**src/sv/gdd_pkg.sv**
```systemverilog
// ----------------------------------------------------------------------------
// gdd_pkg - shared definitions for the Gregorian date difference unit
// This package holds the calendar tables, the result order codes, the
// reciprocal constant used for division by 100, and the pipeline enable struct.
// ----------------------------------------------------------------------------
package gdd_pkg;

   localparam int unsigned DAY_W   = 5;
   localparam int unsigned MONTH_W = 4;
   localparam int unsigned YEAR_W  = 14;
   localparam int unsigned DNUM_W  = 22;
   localparam int unsigned ORDER_W = 2;

   localparam logic [YEAR_W-1:0] MAX_YEAR = 14'd9999;

   // floor(x / 100) equals (x * 5243) >> 19 for every 14-bit x.
   localparam int unsigned       RECIP_W     = 13;
   localparam logic [RECIP_W-1:0] RECIP_100  = 13'd5243;
   localparam int unsigned       RECIP_SHIFT = 19;
   localparam int unsigned       QUOT_W      = 8;

   localparam logic signed [ORDER_W-1:0] ORDER_EQUAL   = 2'sb00;
   localparam logic signed [ORDER_W-1:0] ORDER_LATER   = 2'sb01;
   localparam logic signed [ORDER_W-1:0] ORDER_EARLIER = 2'sb11;

   localparam logic [MONTH_W-1:0] MONTH_JAN = 4'd1;
   localparam logic [MONTH_W-1:0] MONTH_FEB = 4'd2;
   localparam logic [MONTH_W-1:0] MONTH_DEC = 4'd12;

   // One load enable for each register stage inside a day-number pipe.
   typedef struct packed {
      logic s1;
      logic s2;
      logic s3;
   } stage_en_type;

   // Days in the whole months before the given month of a common year.
   function automatic logic [8:0] days_before_month(input logic [MONTH_W-1:0] m);
      logic [8:0] n;
      case (m)
         4'd1:    n = 9'd0;
         4'd2:    n = 9'd31;
         4'd3:    n = 9'd59;
         4'd4:    n = 9'd90;
         4'd5:    n = 9'd120;
         4'd6:    n = 9'd151;
         4'd7:    n = 9'd181;
         4'd8:    n = 9'd212;
         4'd9:    n = 9'd243;
         4'd10:   n = 9'd273;
         4'd11:   n = 9'd304;
         4'd12:   n = 9'd334;
         default: n = 9'd0;
      endcase
      return n;
   endfunction

   // Length of the given month in a common year; zero for a month code that is not a month.
   function automatic logic [DAY_W-1:0] month_length(input logic [MONTH_W-1:0] m);
      logic [DAY_W-1:0] n;
      case (m)
         4'd1, 4'd3, 4'd5, 4'd7, 4'd8, 4'd10, 4'd12: n = 5'd31;
         4'd4, 4'd6, 4'd9, 4'd11:                    n = 5'd30;
         4'd2:                                       n = 5'd28;
         default:                                    n = 5'd0;
      endcase
      return n;
   endfunction

endpackage

```
**src/sv/gregorian_date_difference_unit.sv**
```systemverilog
// ----------------------------------------------------------------------------
// gregorian_date_difference_unit - days between two Gregorian dates
// Takes a pair of dates per beat and returns their order, the absolute
// number of days between them and a flag for both dates being valid.
// ----------------------------------------------------------------------------
//
//   Channel   Direction   Width   Contents
//   req_*     in          48      first_day, first_month, first_year,
//                                 second_day, second_month, second_year
//   rsp_*     out         32      order, day_distance, dates_valid
//
// The unit takes one beat per cycle unless rsp_tready holds it back. It has four
// register stages: the reciprocal multiplies for division by 100, the year-times-365
// multiply with leap checks, the day-number sum, and the final absolute difference
// into the output register.
// Reset (synchronous, active high) empties the pipeline; payload is not reset.
// When rsp_tready is low the stages fill up one by one and req_tready drops
// only once every stage holds a beat, so nothing is dropped or repeated.
// ----------------------------------------------------------------------------
module gregorian_date_difference_unit (
   input  logic        clock,
   input  logic        reset,
   input  logic        req_tvalid,
   output logic        req_tready,
   // [4:0] first_day, [8:5] first_month, [22:9] first_year, [27:23] second_day,
   // [31:28] second_month, [45:32] second_year, [47:46] zero
   input  logic [47:0] req_tdata,
   output logic        rsp_tvalid,
   input  logic        rsp_tready,
   // [1:0] order (signed), [23:2] day_distance, [24] dates_valid, [31:25] zero
   output logic [31:0] rsp_tdata
);

   // Unpack the request beat.
   logic [gdd_pkg::DAY_W-1:0]   first_day, second_day;
   logic [gdd_pkg::MONTH_W-1:0] first_month, second_month;
   logic [gdd_pkg::YEAR_W-1:0]  first_year, second_year;

   assign first_day    = req_tdata[4:0];
   assign first_month  = req_tdata[8:5];
   assign first_year   = req_tdata[22:9];
   assign second_day   = req_tdata[27:23];
   assign second_month = req_tdata[31:28];
   assign second_year  = req_tdata[45:32];

   // Pipeline control. A stage loads when it is empty or when the stage after it
   // is loading too; the output register loads when empty or when the result is taken.
   logic v1_ff, v2_ff, v3_ff, v4_ff;
   logic en1, en2, en3, en4;
   gdd_pkg::stage_en_type en;

   assign en4 = !v4_ff || rsp_tready;
   assign en3 = !v3_ff || en4;
   assign en2 = !v2_ff || en3;
   assign en1 = !v1_ff || en2;
   assign en  = '{s1: en1, s2: en2, s3: en3};

   assign req_tready = en1;

   always_ff @(posedge clock) begin
      if (reset) begin
         v1_ff <= 1'b0;
         v2_ff <= 1'b0;
         v3_ff <= 1'b0;
         v4_ff <= 1'b0;
      end else begin
         if (en1) v1_ff <= req_tvalid;
         if (en2) v2_ff <= v1_ff;
         if (en3) v3_ff <= v2_ff;
         if (en4) v4_ff <= v3_ff;
      end
   end

   // The order compares year, then month, then day as plain numbers, valid or not.
   // Concatenating the fields in that order turns it into a single unsigned compare.
   logic [22:0] first_key, second_key;
   logic signed [gdd_pkg::ORDER_W-1:0] ord_in, ord1_ff, ord2_ff, ord3_ff;

   always_comb begin
      first_key  = {first_year, first_month, first_day};
      second_key = {second_year, second_month, second_day};
      if (first_key > second_key) begin
         ord_in = gdd_pkg::ORDER_LATER;
      end else if (first_key < second_key) begin
         ord_in = gdd_pkg::ORDER_EARLIER;
      end else begin
         ord_in = gdd_pkg::ORDER_EQUAL;
      end
   end

   always_ff @(posedge clock) begin
      if (en1) ord1_ff <= ord_in;
      if (en2) ord2_ff <= ord1_ff;
      if (en3) ord3_ff <= ord2_ff;
   end

   // One day-number pipe for each date; both advance in lockstep.
   logic [gdd_pkg::DNUM_W-1:0] n1, n2;
   logic                       ok1, ok2;

   gdd_day_number u_first (
      .clock      (clock),
      .en         (en),
      .day        (first_day),
      .month      (first_month),
      .year       (first_year),
      .day_number (n1),
      .date_ok    (ok1)
   );

   gdd_day_number u_second (
      .clock      (clock),
      .en         (en),
      .day        (second_day),
      .month      (second_month),
      .year       (second_year),
      .day_number (n2),
      .date_ok    (ok2)
   );

   // Output stage: absolute difference, forced to zero when either date is invalid.
   logic                               both_ok;
   logic [gdd_pkg::DNUM_W-1:0]         dist_in, dist_ff;
   logic signed [gdd_pkg::ORDER_W-1:0] ord4_ff;
   logic                               valid_ff;

   always_comb begin
      both_ok = ok1 && ok2;
      if (!both_ok) begin
         dist_in = '0;
      end else if (n1 >= n2) begin
         dist_in = n1 - n2;
      end else begin
         dist_in = n2 - n1;
      end
   end

   always_ff @(posedge clock) begin
      if (en4) begin
         dist_ff  <= dist_in;
         ord4_ff  <= ord3_ff;
         valid_ff <= both_ok;
      end
   end

   assign rsp_tvalid = v4_ff;
   assign rsp_tdata  = {7'b0, valid_ff, dist_ff, ord4_ff};

endmodule

```
**src/sv/gdd_day_number.sv**
```systemverilog
// ----------------------------------------------------------------------------
// gdd_day_number - three-stage day-number pipe for one date
// Turns day, month and year into a serial day number (0001-01-01 is day 1)
// and checks that the date is a valid Gregorian calendar date.
// ----------------------------------------------------------------------------
module gdd_day_number (
   input  logic                          clock,
   input  gdd_pkg::stage_en_type         en,
   input  logic [gdd_pkg::DAY_W-1:0]     day,
   input  logic [gdd_pkg::MONTH_W-1:0]   month,
   input  logic [gdd_pkg::YEAR_W-1:0]    year,
   output logic [gdd_pkg::DNUM_W-1:0]    day_number,
   output logic                          date_ok
);

   localparam int unsigned PROD_W = gdd_pkg::YEAR_W + gdd_pkg::RECIP_W;

   // Stage 1: prior-year count and the two divisions by 100.
   logic [gdd_pkg::YEAR_W-1:0]  p_in, p_ff, y_ff;
   logic [gdd_pkg::MONTH_W-1:0] m_ff;
   logic [gdd_pkg::DAY_W-1:0]   d_ff;
   logic [PROD_W-1:0]           prod_p, prod_y;
   logic [gdd_pkg::QUOT_W-1:0]  q100p_in, q100p_ff, q100y_in, q100y_ff;

   always_comb begin
      p_in     = year - 14'd1;
      prod_p   = PROD_W'(p_in) * PROD_W'(gdd_pkg::RECIP_100);
      prod_y   = PROD_W'(year) * PROD_W'(gdd_pkg::RECIP_100);
      q100p_in = prod_p[gdd_pkg::RECIP_SHIFT +: gdd_pkg::QUOT_W];
      q100y_in = prod_y[gdd_pkg::RECIP_SHIFT +: gdd_pkg::QUOT_W];
   end

   always_ff @(posedge clock) begin
      if (en.s1) begin
         p_ff     <= p_in;
         y_ff     <= year;
         m_ff     <= month;
         d_ff     <= day;
         q100p_ff <= q100p_in;
         q100y_ff <= q100y_in;
      end
   end

   // Stage 2: leap year, validity, whole-year days and the in-year offset.
   logic [14:0]                hundreds;
   logic                       is_century, leap;
   logic [gdd_pkg::DAY_W-1:0]  len;
   logic                       ok_in, ok2_ff, ok3_ff;
   logic [22:0]                yd_full;
   logic [gdd_pkg::DNUM_W-1:0] yd_in, yd_ff;
   logic [11:0]                cor_in, cor_ff;
   logic [8:0]                 md_in, md_ff;

   always_comb begin
      hundreds   = 15'(q100y_ff) * 15'd100;
      is_century = (hundreds == {1'b0, y_ff});
      leap       = (y_ff[1:0] == 2'b00) && (!is_century || (q100y_ff[1:0] == 2'b00));
      len        = gdd_pkg::month_length(m_ff);
      if (m_ff == gdd_pkg::MONTH_FEB && leap) begin
         len = len + 5'd1;
      end
      ok_in = (y_ff != '0) && (y_ff <= gdd_pkg::MAX_YEAR)
              && (m_ff >= gdd_pkg::MONTH_JAN) && (m_ff <= gdd_pkg::MONTH_DEC)
              && (d_ff != '0) && (d_ff <= len);
      yd_full = 23'(p_ff) * 23'd365;
      yd_in   = yd_full[gdd_pkg::DNUM_W-1:0];
      // p/4 - p/100 + p/400, where p/400 is (p/100)/4.
      cor_in  = p_ff[13:2] - 12'(q100p_ff) + 12'(q100p_ff[7:2]);
      md_in   = gdd_pkg::days_before_month(m_ff) + 9'(d_ff)
                + 9'((m_ff > gdd_pkg::MONTH_FEB) && leap);
   end

   always_ff @(posedge clock) begin
      if (en.s2) begin
         yd_ff  <= yd_in;
         cor_ff <= cor_in;
         md_ff  <= md_in;
         ok2_ff <= ok_in;
      end
   end

   // Stage 3: final sum.
   logic [gdd_pkg::DNUM_W-1:0] n_ff;

   always_ff @(posedge clock) begin
      if (en.s3) begin
         n_ff   <= yd_ff + gdd_pkg::DNUM_W'(cor_ff) + gdd_pkg::DNUM_W'(md_ff);
         ok3_ff <= ok2_ff;
      end
   end

   assign day_number = n_ff;
   assign date_ok    = ok3_ff;

endmodule

```
**config.mk**
```make
export PLATFORM = sky130hd
export DESIGN_NAME = gregorian_date_difference_unit
export DESIGN_NICKNAME = d
export VERILOG_FILES = /design/src/sv/gdd_pkg.sv /design/src/sv/gregorian_date_difference_unit.sv /design/src/sv/gdd_day_number.sv
export SDC_FILE = /design/constraint.sdc
export NUM_CORES = 2
export LEC_CHECK = 0
export BUFFER_PORTS_ARGS = -buffer_cell sky130_fd_sc_hd__buf_2
export CAP_MARGIN = 20
export CORE_MARGIN = 1
export CORE_UTILIZATION = 25
export DETAILED_ROUTE_END_ITERATION = 8
export GPL_TIMING_DRIVEN = 0
export PLACE_DENSITY_LB_ADDON = 0.25
export SKIP_CTS_REPAIR_TIMING = 1
export SLEW_MARGIN = 30
export SYNTH_ARGS = -nofsm -noshare
export SYNTH_HDL_FRONTEND = slang
export SYNTH_HIERARCHICAL = 1
export SYNTH_SLANG_ARGS = --single-unit
export TNS_END_PERCENT = 30
```
**constraint.sdc**
```tcl
create_clock -name clock -period 14.5 [get_ports clock]
set_input_delay 2.9 -clock clock [delete_from_list [all_inputs] [get_ports clock]]
set_output_delay 2.9 -clock clock [all_outputs]
set_load 0.1 [all_outputs]
```
Word-level counts from Yosys, hierarchy flattened. Memory sizes are Yosys's and may differ from the RTL's. A register that Yosys moved wholly into a read port is not among the register bits. Index checks and enable logic that the tools add are counted.

Bits in registers: 275. ROM bits: 448. Input bits: 52. Output and inout port bits: 34. Word-level logic and storage cells: 126. Memories kept: 4.

Memory list: (name not given) (depth 16, bits a word 9, read ports 1, clocked after memory_dff 1, wr ports 0, RTL line gdd_pkg.sv:40) `case (m)`; (name not given) (depth 16, bits a word 9, read ports 1, clocked after memory_dff 1, wr ports 0, RTL line gdd_pkg.sv:40); (name not given) (depth 16, bits a word 5, read ports 1, clocked after memory_dff 1, wr ports 0, RTL line gdd_pkg.sv:61) `case (m)`; (name not given) (depth 16, bits a word 5, read ports 1, clocked after memory_dff 1, wr ports 0, RTL line gdd_pkg.sv:61).

Add/sub/neg operators: 18. Multipliers: 8. Magnitude comparators: 13. Eq/ne operators: 4. Muxes and demuxes: 8. Reductions and logical operators: 37.

Operator list (number): 14-bit by 13-bit multiplier with 27-bit output (second input constant) (4); 22-bit by 12-bit adder with 22-bit output (2); 22-bit by 9-bit adder with 22-bit output (2); 14-bit by 9-bit multiplier with 22-bit output (second input constant) (2); 22-bit subtractor (2); 15-bit by 14-bit == test with 1-bit output (2); 14-bit less-or-equal comparator (second input constant) (2); 14-bit nonzero test (2); 14-bit by 1-bit subtractor with 14-bit output (second input constant) (2); 8-bit by 5-bit multiplier with 13-bit output (second input constant) (2); 12-bit by 6-bit adder with 12-bit output (2); 12-bit by 8-bit subtractor with 12-bit output (2); 23-bit greater-than comparator (1); 23-bit < comparator (1); 22-bit greater-or-equal comparator (1); 22-bit two-way mux (1); 9-bit by 1-bit adder with 9-bit output (2); 9-bit by 5-bit adder with 9-bit output (2); 1-bit logical AND (17); 4-bit two-way mux (4); 5-bit by 1-bit adder with 5-bit output (second input constant) (2); 5-bit less-or-equal comparator (2); 5-bit two-way mux (2); 5-bit nonzero test (2); 8 further kinds (25).

Logic depth before layout (Yosys ltp).
Depth after elaboration: 9. Depth in mapped cells: 27. Depth with buffers taken out: 27.

Cells and area by module. Netlist, hierarchy kept.

Modules (own cells, without submodules): gdd_day_number at u_first (instances 1, cells an instance 1569, area each 16663.5 sq um, sequential area each 3843.7 sq um); gdd_day_number at u_second (instances 1, cells an instance 1519, area each 16304.4 sq um, sequential area each 3843.7 sq um); gregorian_date_difference_unit (instances 1, cells an instance 479, area each 4067.7 sq um, sequential area each 1011.0 sq um).

Worst setup path before layout. OpenSTA, ideal clock, no wires.

Path kind: input port to output port. Start: input port rsp_tready. End: output port req_tready. Arrival time: 6.102 ns. Required time: 11.600 ns. Setup slack: 5.498 ns. Stages on the path: 3. Buffers on the path: 0. Cell sequence: nor2b_1 and3_1 nand2_1.

Cells in the longest elaborated chain, start to end: 4.

RTL lines: from (decl) (RTL line gregorian_date_difference_unit.sv:29) `input logic rsp_tready,`; 1-bit logical OR (RTL line gregorian_date_difference_unit.sv:52) `assign en4 = !v4_ff || rsp_tready;`; 1-bit logical OR (RTL line gregorian_date_difference_unit.sv:53) `assign en3 = !v3_ff || en4;`; 1-bit logical OR (RTL line gregorian_date_difference_unit.sv:54) `assign en2 = !v2_ff || en3;`; 1-bit logical OR (RTL line gregorian_date_difference_unit.sv:55) `assign en1 = !v1_ff || en2;`; to (decl) (RTL line gregorian_date_difference_unit.sv:24) `output logic req_tready,`.

Every way passes these cells.

Worst setup path in the final report.
Start: input port req_tdata[33]. End: register u_second/q100p_ff[7] (netlist name), data pin.

Cells in the longest elaborated chain, start to end: 2.

RTL lines: from (decl) (RTL line gregorian_date_difference_unit.sv:27) `input logic [47:0] req_tdata,`; 14-bit by 1-bit subtractor with 14-bit output (RTL line gdd_day_number.sv:26) `p_in = year - 14'd1;`; via u_second.p_in (one bit) (RTL line gdd_day_number.sv:19) `logic [gdd_pkg::YEAR_W-1:0] p_in, p_ff, y_ff;`; 14-bit by 13-bit multiplier with 27-bit output (RTL line gdd_day_number.sv:27) `prod_p = PROD_W'(p_in) * PROD_W'(gdd_pkg::RECIP_100);`; via u_second.prod_p[26] (RTL line gdd_day_number.sv:22) `logic [PROD_W-1:0] prod_p, prod_y;`; to (signal assigned) (RTL line gdd_day_number.sv:39) `q100p_ff <= q100p_in;`; to (decl) (RTL line gdd_day_number.sv:23) `logic [gdd_pkg::QUOT_W-1:0] q100p_in, q100p_ff, q100y_in, q100y_ff;`.

The timed path passes the listed nets, and every way through them passes these cells. A chain may end at the register's enable or synchronous reset.

==> flow_metrics.py <==
metrics = {
    "hold_path": {
        "min_from": "u_second/ok2_ff",
        "min_delay_path_depth": 0,
        "hold_path_class": "flop to flop",
    },
    "synth": {
        "synth_seq_cells": 299,
        "synth_seq_area_share_pct": 23.5,
        "synth.most_common_cell": "inv_1",
        "yosysWarnings": 6,
        "synth_cells": 3567,
        "ys_async_sr_fraction_pct": 0,
        "synth_top_area_share_pct": 24.7,
        "synthDistinctLibCells": 101,
        "synth_area_um2": 37000,
        "synth-edff-count": 271,
        "dominantRegCellSynth": "edfxtp_1",
        "synth_largest_area_cell": "ha_1",
        "avgSynthCellArea_um2": 10.4,
        "synth.area.top_cells": "ha_1 25%, edfxtp_1 22%, fa_1 20%, inv_1 8.5%, xnor2_1 3.8%",
        "ys_top_cells_by_count": "841 x inv_1, 732 x ha_1, 374 x fa_1, 271 x edfxtp_1, 160 x xnor2_1",
    },
    "cts": {
        "htreeDepth": 2,
        "cts_num_sinks": 299,
        "cts_buffers": 35,
        "clkLatencyLatePin_ns": 0.57,
        "cts-root-buf": "clkbuf_16",
        "clkSlewWorstSetupHoldPaths_ns": 0.06,
        "clock_path_buffers": 3,
        "cts_tree": "done",
    },
    "timing": {
        "report.final.hold_viol_count": 0,
        "fin_crit_sh_pct": 66.0,
        "max_slew_margin_pct": 38.7,
        "max_freq_mhz": 105,
        "max_slew.worst_pin.slew_ns": 0.894,
        "skew_ns": 0.0403,
        "rsz0062_at_grt": "false",
        "finalSetupViolCount": 0,
        "setup_tns_ns": 0,
        "report.final.slew_viol_count": 0,
        "post-route-min-period_ns": 9.56,
    },
    "die": {
        "initial_core_util_pct": 25.3,
        "die-height_um": 387,
        "ioPinCount": 86,
        "die_w_um": 387,
        "core-area_um2": 146000,
        "num_rows": 140,
        "dieArea_um2": 150000,
    },
    "routing": {
        "first_pass_iters": 6,
        "routed-via-count": 24014,
        "viasPerCell": 4.26,
        "wl_per_cell_um": 14.9,
        "antenna_left": 0,
        "routed_wirelength_um": 83700,
        "drtIter0Drc": 932,
        "drc": 0,
    },
    "final_layout": {
        "layout.nets": 4848,
        "final_core_util_pct": 28.1,
        "drive_above_1_share_pct": 5.92,
        "syn_to_final_growth_pct": 11.1,
        "final_area_um2": 41200,
        "fillCellCount": 15331,
    },
    "global_route": {
        "grt_max_degree": 47,
        "grtUsageTotal_pct": 11.3,
        "grt_pass1_wl_um": 136000,
        "antenna_found_initial": 6,
        "grt_overflow": 0,
        "first_global_vias": 24869,
    },
    "critical_path": {
        "max_stage_delay_ns": 0.62,
        "worstSetupPathType": "input pin to flop",
        "crit_path_end_kind": "flop",
        "r2r_cells": 20,
        "worstReg2RegEnd": "u_second/ok2_ff",
        "cpLargestDelayFamily": "adder cells",
        "cp.depth": 27,
        "r2r_setup_slack_ns": 8.57,
        "cpMaxStageDelayCell": "xnor2_1",
        "crit_path_start_kind": "input pin",
        "path_max_fanout": 8,
        "crit_buf_inv": 7,
        "cp.required_ns": 14.80,
        "critPathCapture": "u_second/q100p_ff[7]",
        "crit_start": "req_tdata[33]",
        "critical_path.most_common_cell": "inv_1",
        "arrival_ns": 9.87,
        "rr_startpoint": "u_second/q100y_ff[2]",
    },
    "placed_design": {
        "gp_congestion": 0.870,
        "io_buffers": 76,
        "hpwl_um": 71200,
        "dpl-instance-area_um2": 40000,
    },
    "status": {
        "outcome": "complete, no violations",
    },
    "job": {
        "drv_cap": 0,
    },
}
[metrics by stage]
step	hold slack [ns]	cells	setup WS (ns)
final	0.422	5636	4.94
after global routing	0.427	5635	4.50
after CTS	0.426	5633	4.85
after detailed placement	0.407	5570	4.23
after global placement	0.405	5566	3.41
after floorplan	0.400	3573	5.50
[worst reg2reg max path, delay by kind of cell, from the launching register on]
family | cells | cell delay (ns)
mux | 1 | 0.30
flops | 1 | 0.46
fa+ha+maj | 5 | 1.75
simple gates | 3 | 0.82
xor+xnor | 1 | 0.15
buf+inv | 1 | 0.13
compound gates | 9 | 1.98
[kinds of logic (layout without fill, tap and decap cells)]
family	count (synthesis)	count (layout)	synth area share [%]
AO/OA/AOI/OAI	536	536	9.68
XOR/XNOR	226	226	5.36
adder cells (fa/ha/maj)	1106	1106	44.9
buffers and inverters	871	1014	9.04
flip-flops	299	299	23.5
multiplexers	28	28	0.807
other	1	10	0.0101
AND/OR/NAND/NOR	500	500	6.67
[worst min path at each step]
stage                            end  slack [ns]
finish              u_second/date_ok        0.42
global route        u_second/date_ok        0.43
CTS                 u_second/date_ok        0.43
detailed placement        ord3_ff[1]        0.41
global placement     u_first/date_ok        0.40
floorplan                 ord2_ff[0]        0.40
[metal layers]
| metal | GRT usage, % | vias up | wire [µm] |
|---|---|---|---|
| li1 | - | 12094 | - |
| met1 | 16.5 | 11577 | 43000 |
| met2 | 17.8 | 272 | 36600 |
| met3 | 1.47 | 65 | 2620 |
| met4 | 2.35 | 6 | 1420 |
| met5 | 0 | - | 35 |
[layout make-up]
cell class | instances | area, µm² | area share [%]
multi-input combinational | 2403 | 25100 | 60.9
sequential | 299 | 8700 | 21.1
inverter | 841 | 3160 | 7.68
tap | 1917 | 2400 | 5.83
clock buffer | 48 | 975 | 2.37
timing repair buffer | 80 | 468 | 1.14
buffer | 30 | 190 | 0.462
clock inverter | 15 | 175 | 0.426
antenna | 3 | 7.51 | 0.0182
[cells in the final DEF, fill, tap and decap left out, drive strengths merged, types with 9 or more instances in the layout]
master,Yosys,routed
mux2i,22,22
xnor2,161,161
fa,374,374
o31ai,13,13
xor2,65,65
ha,732,732
buf,20,100
nor2b,31,31
and3,18,18
nand2,129,129
clkbuf,10,58
a21oi,152,152
a21o,63,63
and2,9,9
o21ai,122,122
nor3,29,29
nor4,13,13
nor2,131,131
nand3,47,47
clkinv,0,10
a211oi,22,22
dfxtp,28,28
o21a,22,22
o21bai,28,28
inv,841,843
a2111oi,9,9
a31oi,17,17
nand4,32,32
o211ai,19,19
nand2b,26,26
edfxtp,271,271
[registers in the layout (all words and copies together) (netlist names), 9 cells and up, named ones only]
signal,cells
u_first/yd_ff,22
u_second/p_ff,14
u_first/md_ff,9
u_second/y_ff,14
u_second/cor_ff,12
u_first/cor_ff,12
u_second/yd_ff,22
dist_ff,22
u_second/md_ff,9
u_second/day_number,22
u_first/day_number,22
u_first/p_ff,14
u_first/y_ff,14
Power is not shown: default switching activity piles up to over one toggle a cycle in this logic, so the estimate is an artifact.
